## src/hdl/lil_pkg.sv

```systemverilog
// ----------------------------------------------------------------------------
// lil_pkg: shared types and codes for the live interval list
// Holds the store depth, operation and status codes, and the query token
// that travels down the row of segment cells.
// ----------------------------------------------------------------------------
package lil_pkg;

  // store depth and the width of a count or position into it
  localparam int MAX_SEGMENTS = 64;
  localparam int CNT_W        = $clog2(MAX_SEGMENTS + 1);

  // operation kinds
  localparam logic [2:0] KIND_ADD         = 3'd0;
  localparam logic [2:0] KIND_POINT       = 3'd1;
  localparam logic [2:0] KIND_CONTAINS    = 3'd2;
  localparam logic [2:0] KIND_TRIM        = 3'd3;
  localparam logic [2:0] KIND_ENDS_BEFORE = 3'd4;

  // add status codes
  localparam logic [1:0] ST_OK    = 2'd0;
  localparam logic [1:0] ST_FULL  = 2'd1;
  localparam logic [1:0] ST_ORDER = 2'd2;

  // token handed from cell to cell, one transaction at a time
  typedef struct packed {
    logic [2:0]        kind;
    logic signed [31:0] point;     // query point, trim bound or add start
    logic signed [31:0] endp;      // add end
    logic              dest;       // destination use: end counts as outside
    logic              wr_app;     // add appends a new segment
    logic              wr_mrg;     // add extends the last segment
    logic              done;       // walk has settled
    logic              hit;
    logic [1:0]        status;
    logic [CNT_W-1:0]  cnt_left;   // valid segments still ahead, this cell included
    logic [CNT_W-1:0]  skip_left;  // leading segments to pass over
    logic [CNT_W-1:0]  adv;        // trim advance gathered so far
  } tok_t;

endpackage

```

## src/hdl/lil_cell.sv

```systemverilog
// ----------------------------------------------------------------------------
// lil_cell: one segment slot of the live interval list
// Stores one [start,end) segment, evaluates the passing token against it
// and hands the updated token to the next cell through a register.
// ----------------------------------------------------------------------------
module lil_cell (
  input  logic          clk,
  input  logic          rst_n,
  input  logic          vld_in,
  input  lil_pkg::tok_t tok_in,
  output logic          vld_out,
  output lil_pkg::tok_t tok_out
);

  logic signed [31:0] seg_start_r, seg_start_nxt;
  logic signed [31:0] seg_end_r, seg_end_nxt;
  logic               vld_r;
  lil_pkg::tok_t      tok_r, tok_nxt;
  logic               here;
  logic               skip;

  // evaluate the token against the stored segment
  always_comb begin
    seg_start_nxt = seg_start_r;
    seg_end_nxt   = seg_end_r;
    tok_nxt       = tok_in;
    here          = (tok_in.cnt_left != '0);
    skip          = (tok_in.skip_left != '0);
    if (vld_in) begin
      unique case (tok_in.kind)
        lil_pkg::KIND_ADD: begin
          if (tok_in.wr_app && !tok_in.done && !here) begin
            seg_start_nxt = tok_in.point;
            seg_end_nxt   = tok_in.endp;
            tok_nxt.done  = 1'b1;
          end
          if (tok_in.wr_mrg && tok_in.cnt_left == lil_pkg::CNT_W'(1)) begin
            seg_end_nxt = tok_in.endp;
          end
        end
        lil_pkg::KIND_POINT: begin
          if (here && !tok_in.done && !skip) begin
            if (tok_in.point < seg_start_r) begin
              tok_nxt.done = 1'b1;
            end else if (tok_in.point < seg_end_r) begin
              tok_nxt.done = 1'b1;
              tok_nxt.hit  = 1'b1;
            end
          end
        end
        lil_pkg::KIND_CONTAINS: begin
          if (here && seg_start_r <= tok_in.point &&
              (tok_in.point < seg_end_r ||
               (!tok_in.dest && tok_in.point == seg_end_r))) begin
            tok_nxt.hit = 1'b1;
          end
        end
        lil_pkg::KIND_TRIM: begin
          if (here && !tok_in.done && !skip) begin
            if (seg_end_r <= tok_in.point) begin
              tok_nxt.adv = tok_in.adv + lil_pkg::CNT_W'(1);
            end else begin
              tok_nxt.done = 1'b1;
            end
          end
        end
        default: begin
        end
      endcase
      // advance the position counters past this cell
      if (here) tok_nxt.cnt_left = tok_in.cnt_left - lil_pkg::CNT_W'(1);
      if (skip) tok_nxt.skip_left = tok_in.skip_left - lil_pkg::CNT_W'(1);
    end
  end

  // hold the segment
  always_ff @(posedge clk) begin
    seg_start_r <= seg_start_nxt;
    seg_end_r   <= seg_end_nxt;
  end

  // pass the token on
  always_ff @(posedge clk) begin
    if (!rst_n) begin
      vld_r <= 1'b0;
    end else begin
      vld_r <= vld_in;
    end
  end

  always_ff @(posedge clk) begin
    tok_r <= tok_nxt;
  end

  assign vld_out = vld_r;
  assign tok_out = tok_r;

endmodule

```

## config.mk

```make
export PLATFORM = sky130hd
export DESIGN_NAME = lil_cell
export DESIGN_NICKNAME = d
export VERILOG_FILES = /design/src/hdl/lil_pkg.sv /design/src/hdl/lil_cell.sv
export SDC_FILE = /design/constraint.sdc
export NUM_CORES = 1
export LEC_CHECK = 0
export ABC_AREA = 1
export BUFFER_PORTS_ARGS = -buffer_cell sky130_fd_sc_hd__clkbuf_2
export CAP_MARGIN = 20
export CORE_MARGIN = 2
export CORE_UTILIZATION = 51
export CTS_CLUSTER_SIZE = 25
export DETAILED_ROUTE_END_ITERATION = 6
export GPL_TIMING_DRIVEN = 1
export PLACE_DENSITY = 0.8
export REMOVE_ABC_BUFFERS = 1
export SETUP_SLACK_MARGIN = 0.2
export SKIP_CTS_REPAIR_TIMING = 1
export SLEW_MARGIN = 10
export SYNTH_ARGS = -nofsm -noshare
export SYNTH_HDL_FRONTEND = slang
export SYNTH_SLANG_ARGS = --single-unit
```

## constraint.sdc

```tcl
create_clock -name clk -period 7.2 [get_ports clk]
set_input_delay 1.8 -clock clk [delete_from_list [all_inputs] [get_ports clk]]
set_output_delay 1.8 -clock clk [all_outputs]
set_load 0.01 [all_outputs]
```

==> flow_summary.json, run 1 <==
{
  "synth_flop_cell": "dfxtp_1",
  "drtAntennaViolNets": 0,
  "arrival_ns": 4.05,
  "num_vias": 4653,
  "slew_viol_final": 0,
  "netlist_instances": 559,
  "drive_gt1_share_pct": 30.7,
  "syn_area_sq_mm": 0.00627,
  "synth_area_leaders": "dfxtp_1, edfxtp_1, ha_1",
  "swShare_pct": 21.6,
  "num_rows": 40,
  "initial_core_util_pct": 52.2,
  "area_growth_pct": 28.9,
  "slew_headroom_pct": 42.0,
  "ys_ff_latch": 160,
  "cp_max_fo": 33,
  "synth_top_area_share_pct": 30.7,
  "pwr-share-clk_pct": 46.0,
  "maxCapViolations": 0,
  "dp_slack_ns": 2.71,
  "die_h_um": 115,
  "n_antenna_cell": 0,
  "grt_pass1_vias": 4746,
  "dieWidth_um": 115,
  "min_period_over_period_pct": 55.6,
  "dp_hpwl_mm": 10.3,
  "critPathLaunchType": "input pin",
  "min_path_type": "reg2reg",
  "tightest_slew_ns": 0.870,
  "grt_use_total_pct": 21.3,
  "synthSimpleGateAreaFrac_pct": 13.7,
  "cts_sinks": 160,
  "crit_required_ns": 7.25,
  "ys_seq_area_share_pct": 61.3,
  "routedWlPerCell_um": 14.6,
  "leakage_nw": 4.00,
  "cts-buffers-inserted": 17,
  "finalSetupTns_ns": 0,
  "clock_latency_ns": 0.42,
  "die_area_sq_mm": 0.0132,
  "p_int_mw": 1.66,
  "place_inst": 899,
  "setup_ws_ns": 3.20,
  "wl_mm": 13.6,
  "ys_warn_count": 0,
  "drt_first_pass_iters": 4,
  "finalCriticalPeriod_ns": 4.00,
  "worstSetupPathType": "in2reg",
  "fin_skew_ns": 0.00645,
  "rsz0062_at_grt": "false",
  "fin_cells": 930,
  "yosysMostFrequentCell": "nand2_1",
  "status": "finished clean",
  "power_density_mw_per_mm2": 262,
  "final_hold_viol_count": 0,
  "syn_avg_cell_area_sq_um": 11.2,
  "ys_types": 31,
  "io_pins": 194,
  "synth_edf_count": 64,
  "cts_root_buffer": "clkbuf_16",
  "end_kind": "flip-flop",
  "synthAdderAreaFrac_pct": 14.0,
  "p_comb_share_pct": 7.8,
  "path_clk_slew_ns": 0.06,
  "htreeDepth": 4,
  "switchingPower_mw": 0.458,
  "gp_congestion": 0.829,
  "core_sq_mm": 0.0120,
  "synth_top_family_by_area": "adder cells",
  "antenna_found_initial": 0,
  "synth_top_cells_by_count": "nand2_1, dfxtp_1, inv_1",
  "peakVddDrop_mv": 0.196,
  "yosysTopAreaCell": "dfxtp_1",
  "final_nets": 939,
  "synth_compound_area_share_pct": 4.65,
  "timing.hold.ws_ns": 1.07,
  "grt_pass1_wl_mm": 21.5,
  "grt_max_degree": 34,
  "fmax_ghz": 0.250,
  "drc": 0,
  "p_seq_share_pct": 46.3,
  "synth-xor-area-share_pct": 1.82,
  "drt_iter0_drc": 223,
  "grt_overflow": 0,
  "clockBufferDepth": 2,
  "io_buffers": 193,
  "setup_viol": 0,
  "synthArstFlopShare_pct": 0,
  "cts_tree": "yes",
  "viasPerCell": 5.00,
  "post_synth_mux_area_share_pct": 0
}
-- sequential cells by signal (all words and copies together), names as in the netlist --
name,count
tok_out,95
vld_out,1
seg_end_r,32
seg_start_r,32
-- critical path, stage by stage --
cell and delay [ns]:
clkbuf_2 0.10, nor2_1 0.17, nand2_1 0.07, inv_1 0.08, nand3_1 0.16, inv_1 0.20
nand2_1 0.12, nor4_2 0.14, buf_4 0.43, a31o_2 0.75
-- kinds of logic after synthesis --
group / Yosys count
adders and majority gates: 70
AOI/OAI and AO/OA: 53
and+or+nand+nor: 188
buffers and inverters: 75
DFF: 160
xor gates and xnor gates: 13
-- path summary, 6_finish.rpt --
| check | start | end | slack (ns) | cells after the start |
|---|---|---|---|---|
| min reg2reg | seg_end_r[31] | tok_out[5] | 1.07 | 6 |
| min | seg_end_r[31] | tok_out[5] | 1.07 | 6 |
| max reg2reg | seg_end_r[31] | tok_out[3] | 4.94 | 10 |
| max | tok_in[19] | seg_end_r[19] | 3.20 | 10 |
-- stage by stage --
step / utilization [%] / total power [mW] / instance area [sq um]
global route: 67.3 / 2.19 / 8080
global placement: 61.8 / 1.16 / 7430
floorplan: - / 1.08 / 6260
finish: 67.3 / 2.12 / 8080
detailed placement: 61.8 / 1.16 / 7430
CTS: 67.3 / 2.13 / 8080
-- final cells by class --
class	instances	area, sq um
Clock buffer	20	479
Sequential cell	160	3840
Timing Repair Buffer	194	973
Clock inverter	11	176
Fill cell	921	3930
Multi-Input combinational cell	324	2150
Inverter	74	278
Tap cell	147	184
-- power groups by stage --
stage / clock [mW] / sequential [mW] / combinational [mW]
floorplan: 0 / 1.02 / 0.0601
global placement: 0 / 0.999 / 0.157
detailed placement: 0 / 1.00 / 0.164
CTS: 0.987 / 0.981 / 0.167
global route: 1.02 / 0.983 / 0.185
finish: 0.975 / 0.981 / 0.165
-- layout by cell type, fill, tap and decap left out, types with 9 or more instances in the layout --
cell,Yosys,routed
o21ai_0,10,10
nand2_1,100,100
edfxtp_1,64,64
inv_1,74,74
a21oi_1,32,32
xor2_1,11,11
nor2_1,38,38
clkbuf_16,0,19
nand3_1,14,14
dfxtp_1,96,96
ha_1,70,70
clkbuf_2,0,193
nor3_1,9,9
-- metal layers --
metal	track usage, %	vias up	share of wire, %
li1	-	2303	-
met1	22.7	2189	39
met2	39.6	141	54
met3	6.33	20	5.2
met4	7.79	0	1.8
met5	0	-	0
No activity file was read; power rests on OpenSTA's default activity.
==> run 2, diff against run 1 <==
Settings changed: CORE_UTILIZATION 51 to 46, PLACE_DENSITY 0.8 to 0.76.
Clock period 7.2 ns to 3.2 ns, I/O delays scaled along.
==> run 2 against run 1 <==
Against the previous run: flip-flop and latch count unchanged; sequential share of layout area about the same; critical endpoint is now tok_out[23]; register-to-register slack got worse by 4.0 ns; hold slack got worse by 0.59 ns.
==> flow_summary.json, run 2 (same netlist as run 1, synthesis figures left out) <==
{
  "status": "finished clean",
  "worstSetupPathType": "in2reg",
  "num_vias": 4510,
  "min_path_cells": 1,
  "drt_first_pass_iters": 4,
  "io_buffers": 193,
  "clockBufferDepth": 2,
  "drive_gt1_share_pct": 30.8,
  "r2r_setup_slack_ns": 0.93,
  "antenna_found_initial": 0,
  "end_kind": "flip-flop",
  "clock_latency_ns": 0.42,
  "fmax_ghz": 0.411,
  "power_density_mw_per_mm2": 562,
  "setup_viol": 0,
  "final_util_pct": 60.8,
  "dieWidth_um": 121,
  "arrival_ns": 2.75,
  "r2r_end": "tok_out[23]",
  "slew_viol_final": 0,
  "num_rows": 42,
  "dp_hpwl_mm": 10.1,
  "cp_max_fo": 4,
  "final_common_cell": "clkbuf_2",
  "htreeDepth": 4,
  "die_area_sq_mm": 0.0146,
  "drc": 0,
  "min_period_over_period_pct": 76.1,
  "area_growth_pct": 29.0,
  "finalCriticalPeriod_ns": 2.44,
  "grt_max_degree": 33,
  "cts_sinks": 160,
  "die_h_um": 121,
  "path_cells": "clkbuf_2 > inv_1 > ha_1 > nand2_1 > nor2_1 > nand2_1 > nor4_2 > nand2_1 > nand3_1 > nand3_1 > nand2_1 > inv_1 > nand2_1 > nand2_1 > nand2_1 > nand2_1 > nand2_1 > nand2_1",
  "final_nets": 943,
  "grt_use_total_pct": 19.2,
  "wl_mm": 13.2,
  "p_total_mw": 4.54,
  "crit_required_ns": 3.52,
  "hold_end": "tok_out[21]",
  "drt_iter0_drc": 255,
  "cts-buffers-inserted": 17,
  "crit_slowest_cell": "ha_1",
  "leakage_nw": 3.98,
  "max_stage_delay_ns": 0.35,
  "final_hold_viol_count": 0,
  "path_common_cell": "nand2_1",
  "routedWlPerCell_um": 13.7,
  "gp_congestion": 0.798,
  "slew_headroom_pct": 73.5,
  "critPathLaunchType": "input pin",
  "final_area_sq_mm": 0.00809,
  "largest_reg_flops": 95,
  "tightest_slew_ns": 0.394,
  "fin_skew_ns": 0.00770,
  "rsz0062_at_grt": "false",
  "drtAntennaViolNets": 0,
  "dpl-instance-area_sq_mm": 0.00750,
  "hold_start": "tok_in[21]",
  "peakVddDrop_mv": 0.463,
  "reg2reg_depth": 16,
  "setup_ws_ns": 0.765,
  "min_path_type": "in2reg",
  "n_antenna_cell": 0,
  "initial_core_util_pct": 47.1,
  "grt_pass1_vias": 4493,
  "path_clk_slew_ns": 0.06,
  "core_sq_mm": 0.0133,
  "dp_slack_ns": 0.323,
  "cts_root_buffer": "clkbuf_16",
  "reg2reg_from": "seg_start_r[31]",
  "final_cell_mix": "clkbuf_2, nand2_1, dfxtp_1, inv_1, ha_1",
  "cts_tree": "yes",
  "io_pins": 194,
  "grt_pass1_wl_mm": 21.4,
  "viasPerCell": 4.68,
  "maxCapViolations": 0,
  "grt_overflow": 0
}
-- run 2: metrics by stage --
step	setup TNS, ns	hold slack, ns	std cells
floorplan	-140.98	0.828	558
global placement	0	0.904	932
detailed placement	0	0.907	932
CTS	0	0.466	964
global route	0	0.457	964
finish	0	0.481	964
-- run 2: worst max-delay path by stage --
stage	startpoint	end	cells after the start
5_1_grt	tok_in[91]	tok_out[23]	18
6_report	tok_in[91]	tok_out[23]	18
2_1_floorplan	tok_in[18]	seg_end_r[0]	8
3_5_place_dp	tok_in[91]	tok_out[23]	18
4_1_cts	tok_in[91]	tok_out[23]	18
3_3_place_gp	tok_in[91]	tok_out[23]	18
-- run 2: metal layers --
| metal | vias to the layer above | GRT usage [%] | wire length (um) |
|---|---|---|---|
| met1 | 2063 | 21.5 | 5430 |
| li1 | 2298 | - | - |
| met3 | 20 | 6.56 | 742 |
| met4 | 0 | 7.34 | 257 |
| met2 | 129 | 33.8 | 6810 |
| met5 | - | 0 | 0 |
-- run 2: final cells by class --
class / count / area (sq um)
clock buffers: 24 / 503
clock inverters: 8 / 77.6
well taps: 176 / 220
multi-input cells: 324 / 2150
flip-flops and latches: 160 / 3840
repair buffers: 198 / 1020
fillers: 1111 / 5210
inverters: 74 / 278
-- run 2: report_power, final --
part	internal (mW)	switching [mW]	leakage, nW	total, mW
combinational	0.154	0.213	2.32	0.367
clock	1.18	0.789	0.278	1.97
sequential	2.19	0.0177	1.38	2.21
-- run 2: critical path, delay by kind of cell --
kind	cells	cell delay, ns
AND/OR/NAND/NOR	14	1.38
buffers and inverters	3	0.22
adder cells (fa/ha/maj)	1	0.35
==> run 3, diff against run 2 <==
Clock period 3.2 ns to 2.14 ns, I/O delays scaled along.
==> run 3 against run 2 <==
Against the previous run: the flow now finishes with violations (setup timing); sequential share of layout area shrank 2.9 points; critical endpoint is now tok_out[6]; global-route usage shrank 0.62 points; combinational power rose by 69%; first-iteration DRC count is 8.6% lower; largest cell class unchanged; via count rose by 3.5%; die area is the same; largest power group unchanged.
==> flow_summary.json, run 3 (same netlist as run 1, synthesis figures left out) <==
{
  "status": "finished, violations left",
  "violations": "setup timing",
  "max_stage_delay_ns": 0.42,
  "initial_core_util_pct": 47.1,
  "io_buffers": 193,
  "cts_sinks": 160,
  "setup_viol": 3,
  "arrival_ns": 2.51,
  "drive_gt1_share_pct": 37.7,
  "cp_max_fo": 7,
  "finalSetupTns_ns": -0.0352,
  "grt_pass1_wl_mm": 20.8,
  "final_hold_viol_count": 0,
  "drt_first_pass_iters": 4,
  "seqCellArea_sq_mm": 0.00384,
  "fmax_ghz": 0.463,
  "gp_congestion": 0.824,
  "cts_root_buffer": "clkbuf_16",
  "fin_cells": 1003,
  "num_vias": 4667,
  "setup_ws_ns": -0.0215,
  "slew_viol_final": 0,
  "worstSetupPathType": "reg2reg",
  "cp_num_buf_inv": 0,
  "wl_mm": 13.3,
  "min_period_over_period_pct": 101,
  "clockBufferDepth": 2,
  "end_kind": "flip-flop",
  "leakage_nw": 4.22,
  "grt_max_degree": 21,
  "rsz0062_at_grt": "true",
  "clock_latency_ns": 0.42,
  "power_density_mw_per_mm2": 810,
  "p_total_mw": 6.98,
  "place_inst": 968,
  "cts_tree": "yes",
  "fill_cells": 1040,
  "cts-buffers-inserted": 17,
  "grt_use_total_pct": 18.6,
  "final_common_cell": "clkbuf_2",
  "reg2reg_depth": 10,
  "slew_headroom_pct": 74.1,
  "peakVddDrop_mv": 0.586,
  "htreeDepth": 4,
  "min_path_cells": 1,
  "antenna_found_initial": 0,
  "final_util_pct": 64.8,
  "die_area_sq_mm": 0.0146,
  "viasPerCell": 4.65,
  "crit_slowest_cell": "edfxtp_1",
  "num_rows": 42,
  "io_pins": 194,
  "grt_overflow": 0,
  "worst-path-stages": 10,
  "tightest_slew_ns": 0.385,
  "maxCapViolations": 0,
  "final_cell_mix": "clkbuf_2, dfxtp_1, nand2_1, inv_1, edfxtp_1",
  "path_delay_family": "simple AND/OR/NAND/NOR gates",
  "dp_hpwl_mm": 10.3,
  "drc": 0,
  "fin_skew_ns": 0.00553,
  "crit_required_ns": 2.49,
  "multi_input_area_sq_mm": 0.00235,
  "area_growth_pct": 37.5,
  "routedWlPerCell_um": 13.3,
  "path_clk_slew_ns": 0.06,
  "dieWidth_um": 121,
  "min_path_type": "in2reg",
  "die_h_um": 121,
  "drt_iter0_drc": 233,
  "grt_pass1_vias": 4680,
  "n_antenna_cell": 0,
  "path_common_cell": "nor2_2",
  "finalCriticalPeriod_ns": 2.16,
  "drtAntennaViolNets": 0,
  "final_nets": 983,
  "largest_reg_flops": 95,
  "path_cells": "ha_4 > nand2_1 > nor2_2 > nand2_2 > nor4_4 > nand4_1 > nand3_4 > nand4_4 > nor2_2 > xor2_1",
  "core_sq_mm": 0.0133,
  "critPathLaunchType": "flip-flop"
}
[run 3: changes by cell type in the layout (fill, tap and decap cells not counted), sizes merged]
cell      delta
clkinv       +3
bufinv       +2
buf         +40
clkinvlp     -1
clkbuf       -5
[run 3: through the flow]
stage                     cell area (sq um)  setup slack (ns)  hold slack [ns]
after floorplan                        6260             -3.34            0.563
after global placement                 7790            -0.346            0.639
after detailed placement               7790            -0.370            0.639
after CTS                              8390           -0.0541            0.189
after global routing                   8620            -0.173            0.188
final                                  8620           -0.0215            0.212
[run 3: final cells by class]
cell class                 instances  share of cell area [%]
sequential                       160                    44.6
multi-input combinational        324                    27.2
timing repair buffer             238                    15.4
clock buffer                      19                    5.14
inverter                          74                    3.22
tap                              176                    2.55
clock inverter                    12                    1.86
[run 3: worst paths after layout]
kind	from	to	slack, ns
min reg2reg	seg_end_r[31]	tok_out[24]	1.15
max	seg_end_r[25]	tok_out[6]	-0.02
min	tok_in[21]	tok_out[21]	0.21
max reg2reg	seg_end_r[25]	tok_out[6]	-0.02
[run 3: where the power goes]
part | leakage [nW] | switching, mW | internal (mW)
Sequential | 1.38 | 0.0268 | 3.27
Clock | 0.290 | 1.20 | 1.87
Combinational | 2.54 | 0.341 | 0.281
Total | 4.22 | 1.57 | 5.42
[run 3: layer usage]
| metal | global-route usage (%) | share of wire, % | vias up |
|---|---|---|---|
| li1 | - | - | 2385 |
| met1 | 21.5 | 42 | 2136 |
| met2 | 32.1 | 51 | 126 |
| met3 | 5.00 | 4.9 | 20 |
| met4 | 8.79 | 2.3 | 0 |
| met5 | 0 | 0 | - |
